**config.mk**
```make
export PLATFORM = sky130hd
export DESIGN_NAME = sample_flash_directory_scan_top
export DESIGN_NICKNAME = d
export VERILOG_FILES = /design/src/sfds_pkg.sv /design/src/sfds_front.sv /design/src/sfds_fifo.sv /design/src/sfds_div.sv /design/src/sfds_back.sv /design/src/sample_flash_directory_scan_top.sv
export SDC_FILE = /design/constraint.sdc
export NUM_CORES = 1
export LEC_CHECK = 0
export BUFFER_PORTS_ARGS = -buffer_cell sky130_fd_sc_hd__buf_2
export CAP_MARGIN = 20
export CORE_MARGIN = 8
export CORE_UTILIZATION = 45
export CTS_BUF_LIST = sky130_fd_sc_hd__clkbuf_8
export DETAILED_ROUTE_END_ITERATION = 7
export HOLD_SLACK_MARGIN = 0.12
export MAX_ROUTING_LAYER = met4
export SYNTH_ARGS = -nofsm -noshare
export SYNTH_HDL_FRONTEND = slang
export SYNTH_SLANG_ARGS = --single-unit
```
**constraint.sdc**
```tcl
create_clock -name clk_i -period 22.7 [get_ports clk_i]
set_input_delay 2.27 -clock clk_i [delete_from_list [all_inputs] [get_ports clk_i]]
set_output_delay 2.27 -clock clk_i [all_outputs]
set_load 0.01 [all_outputs]
```
**src/sfds_pkg.sv**
```systemverilog
package sfds_pkg;

  // Header markers and check values.
  localparam logic [7:0] MK_FREE      = 8'h7A;
  localparam logic [7:0] MK_HEAD      = 8'h18;
  localparam logic [7:0] MK_CONT      = 8'h1A;
  localparam logic [7:0] HEAD_CHECK_A = 8'h00;
  localparam logic [7:0] HEAD_CHECK_B = 8'h10;

  localparam int unsigned DIV_W       = 32;
  localparam int unsigned DIV_STEP_W  = 5;
  localparam logic [DIV_W-1:0] NS_PER_SEC = 32'd1000000000;

  localparam int unsigned RATE_W      = 30;
  localparam int unsigned TOTAL_W     = 13;

  localparam int unsigned QUEUE_DEPTH = 2;
  localparam int unsigned QPTR_W      = 1;
  localparam int unsigned QCNT_W      = 2;

  // Result kind. The front uses the same codes to classify a request before
  // the head-seen lookup; KIND_HEAD there means a head candidate.
  typedef enum logic [1:0] {
    KIND_FREE   = 2'd0,
    KIND_HEAD   = 2'd1,
    KIND_CONT   = 2'd2,
    KIND_IGNORE = 2'd3
  } kind_e;

  typedef struct packed {
    kind_e       cls;
    logic        in_range;
    logic [7:0]  slot;
    logic [31:0] period;
    logic [31:0] frames;
  } item_t;

endpackage

```
**src/sfds_front.sv**
```systemverilog
module sfds_front #(
  parameter int unsigned SLOT_COUNT = 64
) (
  input  logic [7:0]     marker_i,
  input  logic [7:0]     slot_byte_i,
  input  logic [7:0]     check_a_i,
  input  logic [7:0]     check_b_i,
  input  logic [31:0]    period_raw_i,
  input  logic [31:0]    frames_raw_i,
  output sfds_pkg::item_t item_o
);
  import sfds_pkg::*;

  logic in_range;
  logic checks_ok;

  assign in_range  = {1'b0, slot_byte_i} < 9'(SLOT_COUNT);
  assign checks_ok = (check_a_i == HEAD_CHECK_A) && (check_b_i == HEAD_CHECK_B);

  always_comb begin
    item_o.in_range = in_range;
    item_o.slot     = slot_byte_i;
    // Both words arrive with their 16-bit halves swapped.
    item_o.period   = {period_raw_i[15:0], period_raw_i[31:16]};
    item_o.frames   = {frames_raw_i[15:0], frames_raw_i[31:16]};
    priority if (marker_i == MK_FREE) begin
      item_o.cls = KIND_FREE;
    end else if (in_range && marker_i == MK_HEAD && checks_ok) begin
      item_o.cls = KIND_HEAD;
    end else if (in_range && marker_i == MK_CONT) begin
      item_o.cls = KIND_CONT;
    end else begin
      item_o.cls = KIND_IGNORE;
    end
  end

endmodule

```
**src/sfds_fifo.sv**
```systemverilog
module sfds_fifo (
  input  logic            clk_i,
  input  logic            rst_ni,
  input  logic            push_i,
  input  sfds_pkg::item_t item_i,
  output logic            full_o,
  input  logic            pop_i,
  output logic            empty_o,
  output sfds_pkg::item_t item_o
);
  import sfds_pkg::*;

  item_t             entry_q [QUEUE_DEPTH];
  logic [QPTR_W-1:0] wr_ptr_q, wr_ptr_d;
  logic [QPTR_W-1:0] rd_ptr_q, rd_ptr_d;
  logic [QCNT_W-1:0] count_q, count_d;

  assign full_o  = count_q == QCNT_W'(QUEUE_DEPTH);
  assign empty_o = count_q == '0;
  assign item_o  = entry_q[rd_ptr_q];

  always_comb begin
    wr_ptr_d = push_i ? wr_ptr_q + 1'b1 : wr_ptr_q;
    rd_ptr_d = pop_i  ? rd_ptr_q + 1'b1 : rd_ptr_q;
    count_d  = count_q + QCNT_W'(push_i) - QCNT_W'(pop_i);
  end

  always_ff @(posedge clk_i or negedge rst_ni) begin
    if (!rst_ni) begin
      wr_ptr_q <= '0;
      rd_ptr_q <= '0;
      count_q  <= '0;
    end else begin
      wr_ptr_q <= wr_ptr_d;
      rd_ptr_q <= rd_ptr_d;
      count_q  <= count_d;
    end
  end

  always_ff @(posedge clk_i) begin
    if (push_i) begin
      entry_q[wr_ptr_q] <= item_i;
    end
  end

endmodule

```
**src/sfds_div.sv**
```systemverilog
module sfds_div (
  input  logic        clk_i,
  input  logic        rst_ni,
  input  logic        start_i,
  input  logic [31:0] dividend_i,
  input  logic [31:0] divisor_i,
  output logic        done_o,
  output logic [31:0] quotient_o
);
  import sfds_pkg::*;

  logic                  busy_q;
  logic                  done_q;
  logic [DIV_STEP_W-1:0] step_q;
  logic [DIV_W-1:0]      rem_q, rem_d;
  logic [DIV_W-1:0]      quo_q, quo_d;
  logic [DIV_W-1:0]      dvs_q;
  logic [DIV_W:0]        rem_shift;
  logic [DIV_W+1:0]      diff;
  logic                  fits;

  // Restoring division, one quotient bit per cycle.
  always_comb begin
    rem_shift = {rem_q, quo_q[DIV_W-1]};
    diff      = {1'b0, rem_shift} - {2'b00, dvs_q};
    fits      = !diff[DIV_W+1];
    rem_d     = fits ? diff[DIV_W-1:0] : rem_shift[DIV_W-1:0];
    quo_d     = {quo_q[DIV_W-2:0], fits};
  end

  always_ff @(posedge clk_i or negedge rst_ni) begin
    if (!rst_ni) begin
      busy_q <= 1'b0;
      done_q <= 1'b0;
      step_q <= '0;
    end else begin
      done_q <= 1'b0;
      if (start_i) begin
        busy_q <= 1'b1;
        step_q <= '0;
      end else if (busy_q) begin
        step_q <= step_q + 1'b1;
        if (step_q == DIV_STEP_W'(DIV_W - 1)) begin
          busy_q <= 1'b0;
          done_q <= 1'b1;
        end
      end
    end
  end

  always_ff @(posedge clk_i) begin
    if (start_i) begin
      rem_q <= '0;
      quo_q <= dividend_i;
      dvs_q <= divisor_i;
    end else if (busy_q) begin
      rem_q <= rem_d;
      quo_q <= quo_d;
    end
  end

  assign done_o     = done_q;
  assign quotient_o = quo_q;

endmodule

```
**src/sfds_back.sv**
```systemverilog
module sfds_back #(
  parameter int unsigned SLOT_COUNT  = 64,
  parameter int unsigned MAX_SECTORS = 4096
) (
  input  logic            clk_i,
  input  logic            rst_ni,
  input  logic            empty_i,
  input  sfds_pkg::item_t item_i,
  output logic            pop_o,
  output logic            out_valid_o,
  input  logic            out_stall_i,
  output logic [1:0]      kind_o,
  output logic [7:0]      slot_out_o,
  output logic [29:0]     sample_rate_o,
  output logic [31:0]     frame_count_o,
  output logic [12:0]     slot_sector_total_o,
  output logic [12:0]     free_total_o
);
  import sfds_pkg::*;

  localparam int unsigned SLOT_W = (SLOT_COUNT > 1) ? $clog2(SLOT_COUNT) : 1;
  localparam int unsigned CNT_W  = $clog2(MAX_SECTORS + 1);
  localparam logic [CNT_W-1:0] CNT_MAX = CNT_W'(MAX_SECTORS);

  typedef enum logic [4:0] {
    ST_IDLE   = 5'b00001,
    ST_READ   = 5'b00010,
    ST_UPDATE = 5'b00100,
    ST_DIVIDE = 5'b01000,
    ST_DONE   = 5'b10000
  } state_e;

  state_e state_q, state_d;
  item_t  cur_q;

  logic [CNT_W-1:0]      cnt_mem [SLOT_COUNT];
  logic [CNT_W-1:0]      rd_q;
  logic [SLOT_COUNT-1:0] cnt_vld_q;
  logic [SLOT_COUNT-1:0] seen_q;
  logic [CNT_W-1:0]      free_q;

  kind_e              res_kind_q;
  logic [CNT_W-1:0]   res_total_q;
  logic [RATE_W-1:0]  res_rate_q;
  logic [31:0]        res_frames_q;

  logic               out_valid_q;
  kind_e              out_kind_q;
  logic [7:0]         out_slot_q;
  logic [RATE_W-1:0]  out_rate_q;
  logic [31:0]        out_frames_q;
  logic [CNT_W-1:0]   out_total_q;
  logic [CNT_W-1:0]   out_free_q;

  logic [SLOT_W-1:0]  idx;
  logic [CNT_W-1:0]   cnt_cur;
  logic [CNT_W-1:0]   cnt_inc;
  logic [CNT_W-1:0]   free_inc;
  logic               head_ok;
  logic               cnt_we;
  logic               div_start;
  logic               div_done;
  logic [31:0]        div_quo;
  logic [31:0]        dividend;
  logic               out_load;
  logic [CNT_W+12:0]  total_ext;
  logic [CNT_W+12:0]  free_ext;

  assign idx      = cur_q.slot[SLOT_W-1:0];
  assign cnt_cur  = cnt_vld_q[idx] ? rd_q : '0;
  assign cnt_inc  = (cnt_cur < CNT_MAX) ? cnt_cur + 1'b1 : CNT_MAX;
  assign free_inc = (free_q < CNT_MAX) ? free_q + 1'b1 : CNT_MAX;
  assign head_ok  = (cur_q.cls == KIND_HEAD) && !seen_q[idx];
  assign cnt_we   = (state_q == ST_UPDATE) && (head_ok || cur_q.cls == KIND_CONT);
  assign div_start = (state_q == ST_UPDATE) && head_ok && (cur_q.period != '0);
  // Rounded half up; the sum stays below 2^32 for any period.
  assign dividend = NS_PER_SEC + {1'b0, cur_q.period[31:1]};
  assign out_load = (state_q == ST_DONE) && (!out_valid_q || !out_stall_i);
  assign pop_o    = (state_q == ST_IDLE) && !empty_i;

  sfds_div u_div (
    .clk_i      (clk_i),
    .rst_ni     (rst_ni),
    .start_i    (div_start),
    .dividend_i (dividend),
    .divisor_i  (cur_q.period),
    .done_o     (div_done),
    .quotient_o (div_quo)
  );

  always_comb begin
    state_d = state_q;
    unique case (state_q)
      ST_IDLE:   if (!empty_i) state_d = ST_READ;
      ST_READ:   state_d = ST_UPDATE;
      ST_UPDATE: state_d = div_start ? ST_DIVIDE : ST_DONE;
      ST_DIVIDE: if (div_done) state_d = ST_DONE;
      ST_DONE:   if (out_load) state_d = ST_IDLE;
      default:   state_d = ST_IDLE;
    endcase
  end

  always_ff @(posedge clk_i or negedge rst_ni) begin
    if (!rst_ni) begin
      state_q     <= ST_IDLE;
      cnt_vld_q   <= '0;
      seen_q      <= '0;
      free_q      <= '0;
      out_valid_q <= 1'b0;
    end else begin
      state_q <= state_d;
      if (cnt_we) begin
        cnt_vld_q[idx] <= 1'b1;
      end
      if ((state_q == ST_UPDATE) && head_ok) begin
        seen_q[idx] <= 1'b1;
      end
      if ((state_q == ST_UPDATE) && (cur_q.cls == KIND_FREE)) begin
        free_q <= free_inc;
      end
      if (out_load) begin
        out_valid_q <= 1'b1;
      end else if (!out_stall_i) begin
        out_valid_q <= 1'b0;
      end
    end
  end

  // Slot counter memory: one read and one write port, read data registered.
  always_ff @(posedge clk_i) begin
    if (cnt_we) begin
      cnt_mem[idx] <= cnt_inc;
    end
    if (state_q == ST_READ) begin
      rd_q <= cnt_mem[idx];
    end
  end

  always_ff @(posedge clk_i) begin
    if (pop_o) begin
      cur_q <= item_i;
    end
    if (state_q == ST_UPDATE) begin
      res_rate_q <= '0;
      if (cur_q.cls == KIND_FREE) begin
        res_kind_q   <= KIND_FREE;
        res_frames_q <= '0;
      end else if (head_ok) begin
        res_kind_q   <= KIND_HEAD;
        res_frames_q <= cur_q.frames;
      end else if (cur_q.cls == KIND_CONT) begin
        res_kind_q   <= KIND_CONT;
        res_frames_q <= '0;
      end else begin
        res_kind_q   <= KIND_IGNORE;
        res_frames_q <= '0;
      end
      if (!cur_q.in_range) begin
        res_total_q <= '0;
      end else if (cnt_we) begin
        res_total_q <= cnt_inc;
      end else begin
        res_total_q <= cnt_cur;
      end
    end
    if ((state_q == ST_DIVIDE) && div_done) begin
      res_rate_q <= div_quo[RATE_W-1:0];
    end
    if (out_load) begin
      out_kind_q   <= res_kind_q;
      out_slot_q   <= cur_q.slot;
      out_rate_q   <= res_rate_q;
      out_frames_q <= res_frames_q;
      out_total_q  <= res_total_q;
      out_free_q   <= free_q;
    end
  end

  assign total_ext = {13'b0, out_total_q};
  assign free_ext  = {13'b0, out_free_q};

  assign out_valid_o         = out_valid_q;
  assign kind_o              = out_kind_q;
  assign slot_out_o          = out_slot_q;
  assign sample_rate_o       = out_rate_q;
  assign frame_count_o       = out_frames_q;
  assign slot_sector_total_o = total_ext[12:0];
  assign free_total_o        = free_ext[12:0];

endmodule

```
**src/sample_flash_directory_scan_top.sv**
```systemverilog
// Each accepted request passes through the queue and the back-end sequencer states
// READ, UPDATE and DONE; a head sector with a nonzero period also passes through
// DIVIDE, which runs the 32-step iterative divider. The back-end sequencer handles
// one request at a time and takes no new one until the last result is loaded.
// A two-entry queue lets the front take requests while the back end is busy.
// Reset (rst_ni low, asynchronous) clears all counts and head flags at once.
module sample_flash_directory_scan_top #(
  parameter int unsigned SLOT_COUNT  = 64,
  parameter int unsigned MAX_SECTORS = 4096
) (
  input  logic        clk_i,
  input  logic        rst_ni,
  input  logic        in_valid_i,
  output logic        in_stall_o,
  input  logic [7:0]  marker_i,
  input  logic [7:0]  slot_byte_i,
  input  logic [7:0]  check_a_i,
  input  logic [7:0]  check_b_i,
  input  logic [31:0] period_raw_i,
  input  logic [31:0] frames_raw_i,
  output logic        out_valid_o,
  input  logic        out_stall_i,
  output logic [1:0]  kind_o,
  output logic [7:0]  slot_out_o,
  output logic [29:0] sample_rate_o,
  output logic [31:0] frame_count_o,
  output logic [12:0] slot_sector_total_o,
  output logic [12:0] free_total_o
);
  import sfds_pkg::*;

  item_t front_item;
  item_t queue_item;
  logic  queue_full;
  logic  queue_empty;
  logic  queue_pop;
  logic  push;

  assign in_stall_o = queue_full;
  assign push       = in_valid_i && !queue_full;

  sfds_front #(
    .SLOT_COUNT (SLOT_COUNT)
  ) u_front (
    .marker_i     (marker_i),
    .slot_byte_i  (slot_byte_i),
    .check_a_i    (check_a_i),
    .check_b_i    (check_b_i),
    .period_raw_i (period_raw_i),
    .frames_raw_i (frames_raw_i),
    .item_o       (front_item)
  );

  sfds_fifo u_fifo (
    .clk_i   (clk_i),
    .rst_ni  (rst_ni),
    .push_i  (push),
    .item_i  (front_item),
    .full_o  (queue_full),
    .pop_i   (queue_pop),
    .empty_o (queue_empty),
    .item_o  (queue_item)
  );

  sfds_back #(
    .SLOT_COUNT  (SLOT_COUNT),
    .MAX_SECTORS (MAX_SECTORS)
  ) u_back (
    .clk_i               (clk_i),
    .rst_ni              (rst_ni),
    .empty_i             (queue_empty),
    .item_i              (queue_item),
    .pop_o               (queue_pop),
    .out_valid_o         (out_valid_o),
    .out_stall_i         (out_stall_i),
    .kind_o              (kind_o),
    .slot_out_o          (slot_out_o),
    .sample_rate_o       (sample_rate_o),
    .frame_count_o       (frame_count_o),
    .slot_sector_total_o (slot_sector_total_o),
    .free_total_o        (free_total_o)
  );

endmodule

```
**Word-level counts from Yosys, hierarchy flattened**

Memories as Yosys holds them, arrays and structs flattened. A register that Yosys moved wholly into a read port is not among the register bits.
Index checks and enable logic that the tools add are counted.

- Register bits: 429
- Memory bits (writable): 982
- Bits of input ports: 100
- Output and inout port bits: 100
- Memories: 2

- Add/subtract/negate cells: 9
- $lt $le $gt $ge: 5
- Equality and inequality tests: 17
- Muxes and demuxes: 39
- Bitwise gates (word level): 3
- Reduce and logical (&&, ||, !) cells: 31

Memory list:

| memory | words | width | rd ports | clocked after Yosys merged registers in | write ports | RTL line | text |
|---|---|---|---|---|---|---|---|
| u_back.cnt_mem | 64 | 13 | 1 | 1 | 1 | sfds_back.sv:36 | `logic [CNT_W-1:0] cnt_mem [SLOT_COUNT];` |
| u_fifo.entry_q | 2 | 75 | 1 | 1 | 1 | sfds_fifo.sv:13 | `item_t entry_q [QUEUE_DEPTH];` |

Operators with widths:

| cell | number |
|---|---|
| $or 64x64->64 | 2 |
| $mux 32 | 3 |
| $mux 30 | 2 |
| $mux 13 | 4 |
| $sub 33x32->34 | 1 |
| $add 30x31->32 const A | 1 |
| $reduce_bool 32->1 | 1 |
| $mux 5 | 6 |
| $add 13x1->13 const B | 2 |
| $lt 13x13->1 const B | 2 |
| $pmux 5 s5 | 1 |
| $eq 8x5->1 const B | 3 |
| $mux 1 | 18 |
| $logic_and 1x1->1 | 14 |
| $bmux 1 s6 | 2 |
| $eq 5x5->1 const B | 2 |
| $eq 8x7->1 const B | 1 |
| $logic_not 8->1 | 1 |
| $lt 8x7->1 const B | 1 |
| $lt 6x7->1 const B | 1 |
| $demux 1 s6 | 1 |
| $ge 6x1->1 const B | 1 |
| $logic_not 1->1 | 6 |
| $add 5x1->5 const B | 1 |
| 18 further kinds | 27 |

**Logic depth before layout (Yosys ltp)**

- Depth after elaboration: 8
- Mapped depth: 18
- Gate-level depth less buffers: 14

**Modules after synthesis**

A second synthesis with hierarchy kept.

- Cell total of the unflattened synthesis: 3603
- Area total of the unflattened synthesis: 59235.6 µm²

Modules (own cells, without submodules):

| module | times used | cells each | area an instance (µm²) | seq. area each (µm²) |
|---|---|---|---|---|
| sfds_back | 1 | 2688 | 46801.1 | 36561.3 |
| sfds_div | 1 | 578 | 5999.5 | 2737.6 |
| sfds_fifo | 1 | 248 | 5763.0 | 4604.4 |
| sfds_front | 1 | 88 | 658.1 | 0.0 |
| sample_flash_directory_scan_top | 1 | 1 | 13.8 | 0.0 |

**Worst setup path before layout**

No wires, ideal clock.

- Path type: flip-flop to flip-flop
- From: register u_back.state_q[1]
- To: register u_fifo.count_q[1]
- Library setup time: 0.080 ns
- Data arrival time: 10.139 ns
- Required time: 22.620 ns
- Slack: 12.482 ns
- Cell stages (with the launch flop): 9
- Buffers on the path: 0
- Clock period less this slack: 10.218 ns
- Cell sequence: dfrtp_1 > nor2_1 > o21ai_0 > nor4b_1 > ha_1 > inv_1 > ha_1 > xnor2_1 > xnor2_1

- Cells in the longest elaborated chain, start to end: 3

RTL lines:

| what | RTL line | text |
|---|---|---|
| start, declared | sfds_back.sv:33 | `state_e state_q, state_d;` |
| start signal, assigned | sfds_back.sv:111 | `state_q <= state_d;` |
| $eq 5x1->1 | sfds_back.sv:79 | `assign pop_o = (state_q == ST_IDLE) && !empty_i;` |
| $logic_and 1x1->1 | sfds_back.sv:79 |  |
| via queue_pop | sample_flash_directory_scan_top.sv:36 | `logic queue_pop;` |
| $sub 2x1->2 | sfds_fifo.sv:25 | `count_d = count_q + QCNT_W'(push_i) - QCNT_W'(pop_i);` |
| via u_fifo.count_d[1] | sfds_fifo.sv:16 | `logic [QCNT_W-1:0] count_q, count_d;` |
| end signal, assigned | sfds_fifo.sv:36 | `count_q <= count_d;` |
| end, declared | sfds_fifo.sv:16 |  |

The timed path passes the listed nets, and every way through them passes these cells.
A chain may end at the register's enable or synchronous reset.

**Worst setup path after layout**

- From: register, netlist name u_back.cur_q[66]
- To: memory u_back.cnt_mem[24][10] (netlist bit), data pin

- Cells in the longest elaborated chain, start to end: 5
- Elaborated cells between the ends (all ways): 6

RTL lines:

| what | RTL line | text |
|---|---|---|
| $bmux 1 s6 (*) | sfds_back.sv:70 | `assign cnt_cur = cnt_vld_q[idx] ? rd_q : '0;` |
| $mux 1 (not written as such) (*) | sfds_back.sv:70 |  |
| $mux 13 (*) | sfds_back.sv:70 |  |
| $add 13x1->13 or $lt 13x13->1 (tied branches) | sfds_back.sv:71 | `assign cnt_inc = (cnt_cur < CNT_MAX) ? cnt_cur + 1'b1 : CNT_MAX;` |
| $mux 13 (*) | sfds_back.sv:71 |  |
| via u_back.cnt_inc[10] | sfds_back.sv:57 | `logic [CNT_W-1:0] cnt_inc;` |
| end, declared | sfds_back.sv:36 |  |

The timed path passes the listed nets; every way through them passes the cells marked *. The select of a mux whose other input is x is not followed.

==> summary.md <==
| Metric | Value |
|---|---|
| Final antenna-violating net count | `0` |
| Rows | `130` |
| Ys async rst share | `10.5%` |
| GRT Util Overall | `21.8%` |
| I/O Buffers | `199` |
| Compound-gate portion of the synthesized area | `11.1%` |
| Wirelength per Cell | `26.4 um` |
| Worst rel slew slack | `14.8%` |
| Max VDD drop | `0.0685 mV` |
| Mapped Area | `57100 um^2` |
| Multi-input logic area | `12400 um^2` |
| Worst endpoint data arrival time | `6.46 ns` |
| TritonCTS buffer count | `231` |
| Layout area overhead | `13.6%` |
| Dpl cell area | `60300 um^2` |
| Final WL | `150000 um` |
| Mux contribution to synthesized area | `2.19%` |
| Worst slew pin tran | `1.27 ns` |
| Vias per inst | `5.79` |
| Max Transition Viols Final | `0` |
| Synth Area in Simple Gates | `6.16%` |
| Yosys reg bits | `1499` |
| Ports | `200` |
| TNS Setup | `0 ns` |
| Via count | `32908` |
| Die span in x | `372 um` |
| Setup slack, reg-to-reg | `16.91 ns` |
| Register area share after synthesis | `77.0%` |
| GR Layer Usage met1 | `29.2%` |
| CP Data Required Time | `23.37 ns` |
| Fmax | `0.173 GHz` |
| Ratio of cells with drive above 1 in the final layout | `19.5%` |
| CTS Hold Bufs | `0` |
| Synth cell types | `80` |
| RR Endpoint | `u_back.cnt_mem[24][10]` |
| Critical path peak fanout | `55` |
| Number of fill cells in the layout | `10348` |
| Antenna violations before repair | `14` |
| Post-CTS setup buffers | `0` |
| Final min period | `5.79 ns` |
| Critical path startpoint | `u_back.cur_q[66]` |
| Largest family of logic cells by synthesized area | `compound AO/OA/AOI/OAI gates` |
| Largest net degree at the start of global routing | `111` |
| Post-synthesis xor/xnor area fraction | `0.998%` |
| GP Congestion | `0.863` |
| Clock Root Buffer | `clkbuf_8` |
| # H-tree levels | `4` |
| PwrDens | `120 nW/um^2` |
| First-pass GRT wire length | `217000 um` |
| Clk buf depth | `3` |
| Clock Sink Count | `1499` |
| Critical Path End | `u_back.cnt_mem[24][10]` |
| GRT overflow | `0` |
| Post-cts resize count | `0` |
| EDFF count, synth | `1309` |
| Synth Flop Type | `edfxtp_1` |
| Starting Density | `45.4%` |
| HP Class | `register to register` |
| Critical path class | `register to register` |
| RSZ-0062 raised after global routing | `no` |
| CP endpoint kind | `register` |
| Die H | `372 um` |
| Layer with the highest usage | `met2` |
| Largest area contributor in the netlist | `edfxtp_1` |
| Tcrit/Tclk final | `25.5%` |
| Worst skew pair latency | `0.95 ns` |
| Pre-CTS WS | `17.09 ns` |
| Yosys warns | `0` |
| Post-Syn Instances | `3486` |
| RR Startpoint | `u_back.cur_q[66]` |
| Crit-path slowest cell | `buf_4` |
| Met3 usage in global routing | `4.46%` |
| Final Hold Violating Endpoints | `0` |
| Worst-case reg-to-reg path depth | `16` |
| DRT Pass-1 Iters | `6` |
| Crit-path max cell delay | `0.73 ns` |
| Critical Path Source Type | `register` |
| Main area contributors after synthesis | `edfxtp_1 (69%), dfrtp_1 (6.9%), a22oi_1 (3.9%), mux2_2 (1.6%), a221oi_1 (1.2%)` |
| Final setup viols | `0` |
| Yosys top cell area share | `68.9%` |
| Nets@finish | `3969` |
| Max Cap Viol | `0` |
| Post-DP HPWL | `89200 um` |
| Die area | `138000 um^2` |
| DRC | `0` |
| Vias in the first global route | `32050` |
| GR Util met2 | `33.8%` |
| Final Instance Area | `64800 um^2` |
| Tot Pwr | `0.00775 W` |
| Status | `finished, final reports clean` |
| Crit path cell chain | `clkinv_1 -> nor3_2 -> buf_4 -> buf_4 -> a22oi_1 -> a31oi_1 -> nor4_1 -> nand3_1 -> and2_1 -> ha_1 -> and3_1 -> and3_1 -> and3_1 -> xnor2_1 -> nor2_4 -> buf_4` |
| Reg clk slew, reported paths | `0.07 ns` |
| CTS tree | `yes` |
| Syn Area/Cell | `16.4 um^2` |
| Adder-Cell Fraction of Synth Area | `0.912%` |
| Final setup margin | `16.91 ns` |
| Synth top cells by count | `edfxtp_1 (1309), a22oi_1 (293), nand2_1 (159), dfrtp_1 (157), clkbuf_1 (135)` |
| LEAKAGE | `23.3 nW` |
| Placeable Area | `126000 um^2` |
| Synth Net Count | `3627` |
| Max Clock Skew | `0.0667 ns` |
| Most frequent cell after synthesis | `edfxtp_1` |
| 1st-iter DRT viols | `3718` |
| Register area | `43900 um^2` |
worst max-delay path: cells and delay by family, from the launching register on:
kind,cells,cell delay [ns]
XOR/XNOR,1,0.12
flip-flops,1,0.35
AO/OA/AOI/OAI,2,0.46
buffers and inverters,4,2.01
AND/OR/NAND/NOR,8,2.30
adder cells (fa/ha/maj),1,0.22
how the worst min path moves through the flow:
stage	slack [ns]	cells after the start	to	startpoint
after floorplan	0.40	0	u_back.frame_count_o[0]	u_back.res_frames_q[0]
after global placement	0.40	0	u_back.frame_count_o[7]	u_back.res_frames_q[7]
after detailed placement	0.40	0	u_back.frame_count_o[13]	u_back.res_frames_q[13]
after CTS	0.41	0	u_back.kind_o[1]	u_back.res_kind_q[1]
after global routing	0.42	0	u_back.sample_rate_o[26]	u_back.res_rate_q[26]
final	0.41	0	u_back.sample_rate_o[26]	u_back.res_rate_q[26]
cell usage in the layout, fill, tap and decap left out, types with 76 or more instances in the layout:
cell,synthesis,layout
edfxtp_1,1309,1309
inv_1,52,134
nor2_1,105,85
nand2_1,159,159
buf_2,17,201
dfrtp_1,157,156
a31oi_1,95,95
buf_4,4,82
clkbuf_8,0,243
mux2_2,79,79
a22oi_1,293,293
a221oi_1,76,76
registers in the layout, indices dropped and copies added (netlist names), 64 cells and up:
signal,flops
u_fifo.entry_q,150
u_back.seen_q,64
u_back.cur_q,75
u_back.cnt_mem,832
u_back.cnt_vld_q,64
metrics by stage:
stage	util (%)	hold slack [ns]	cells
after floorplan	-	0.400	3486
after global placement	47.9	0.402	5236
after global routing	51.5	0.415	5680
final	51.5	0.413	5681
after detailed placement	48.0	0.405	5240
after CTS	51.5	0.412	5670
layout make-up:
class	instances	area share (%)
tap	1650	3.19
multi-input combinational	1748	19.1
clock inverter	187	1.61
antenna	6	0.0232
sequential	1499	67.8
inverter	56	0.324
clock buffer	243	5.16
timing repair buffer	292	2.78
per-layer routing:
metal  up-vias  wire, um  share of wire, %
met2      1327     71100                47
li1      14575         -                 -
met5         -         0                 0
met3       255     11400               7.6
met1     16751     63500                42
met4         0      3770               2.5
power breakdown:
group          total [W]  switching [W]  leakage (nW)  internal, W
clock network    0.00212        0.00105          2.56      0.00108
logic            0.00195        0.00133          6.22     0.000618
registers        0.00367       0.000177          14.5      0.00350
total            0.00775        0.00255          23.3      0.00519
cells by family (layout without fill, tap and decap cells):
logic type / Yosys count / count (layout)
DFF: 1499 / 1499
AOI/OAI and AO/OA: 879 / 879
and+or+nand+nor: 662 / 662
buffers and inverters: 239 / 778
muxes: 101 / 101
xor gates and xnor gates: 65 / 65
adders and majority gates: 41 / 41
other: 0 / 6
(Power assumes the default switching activity.)
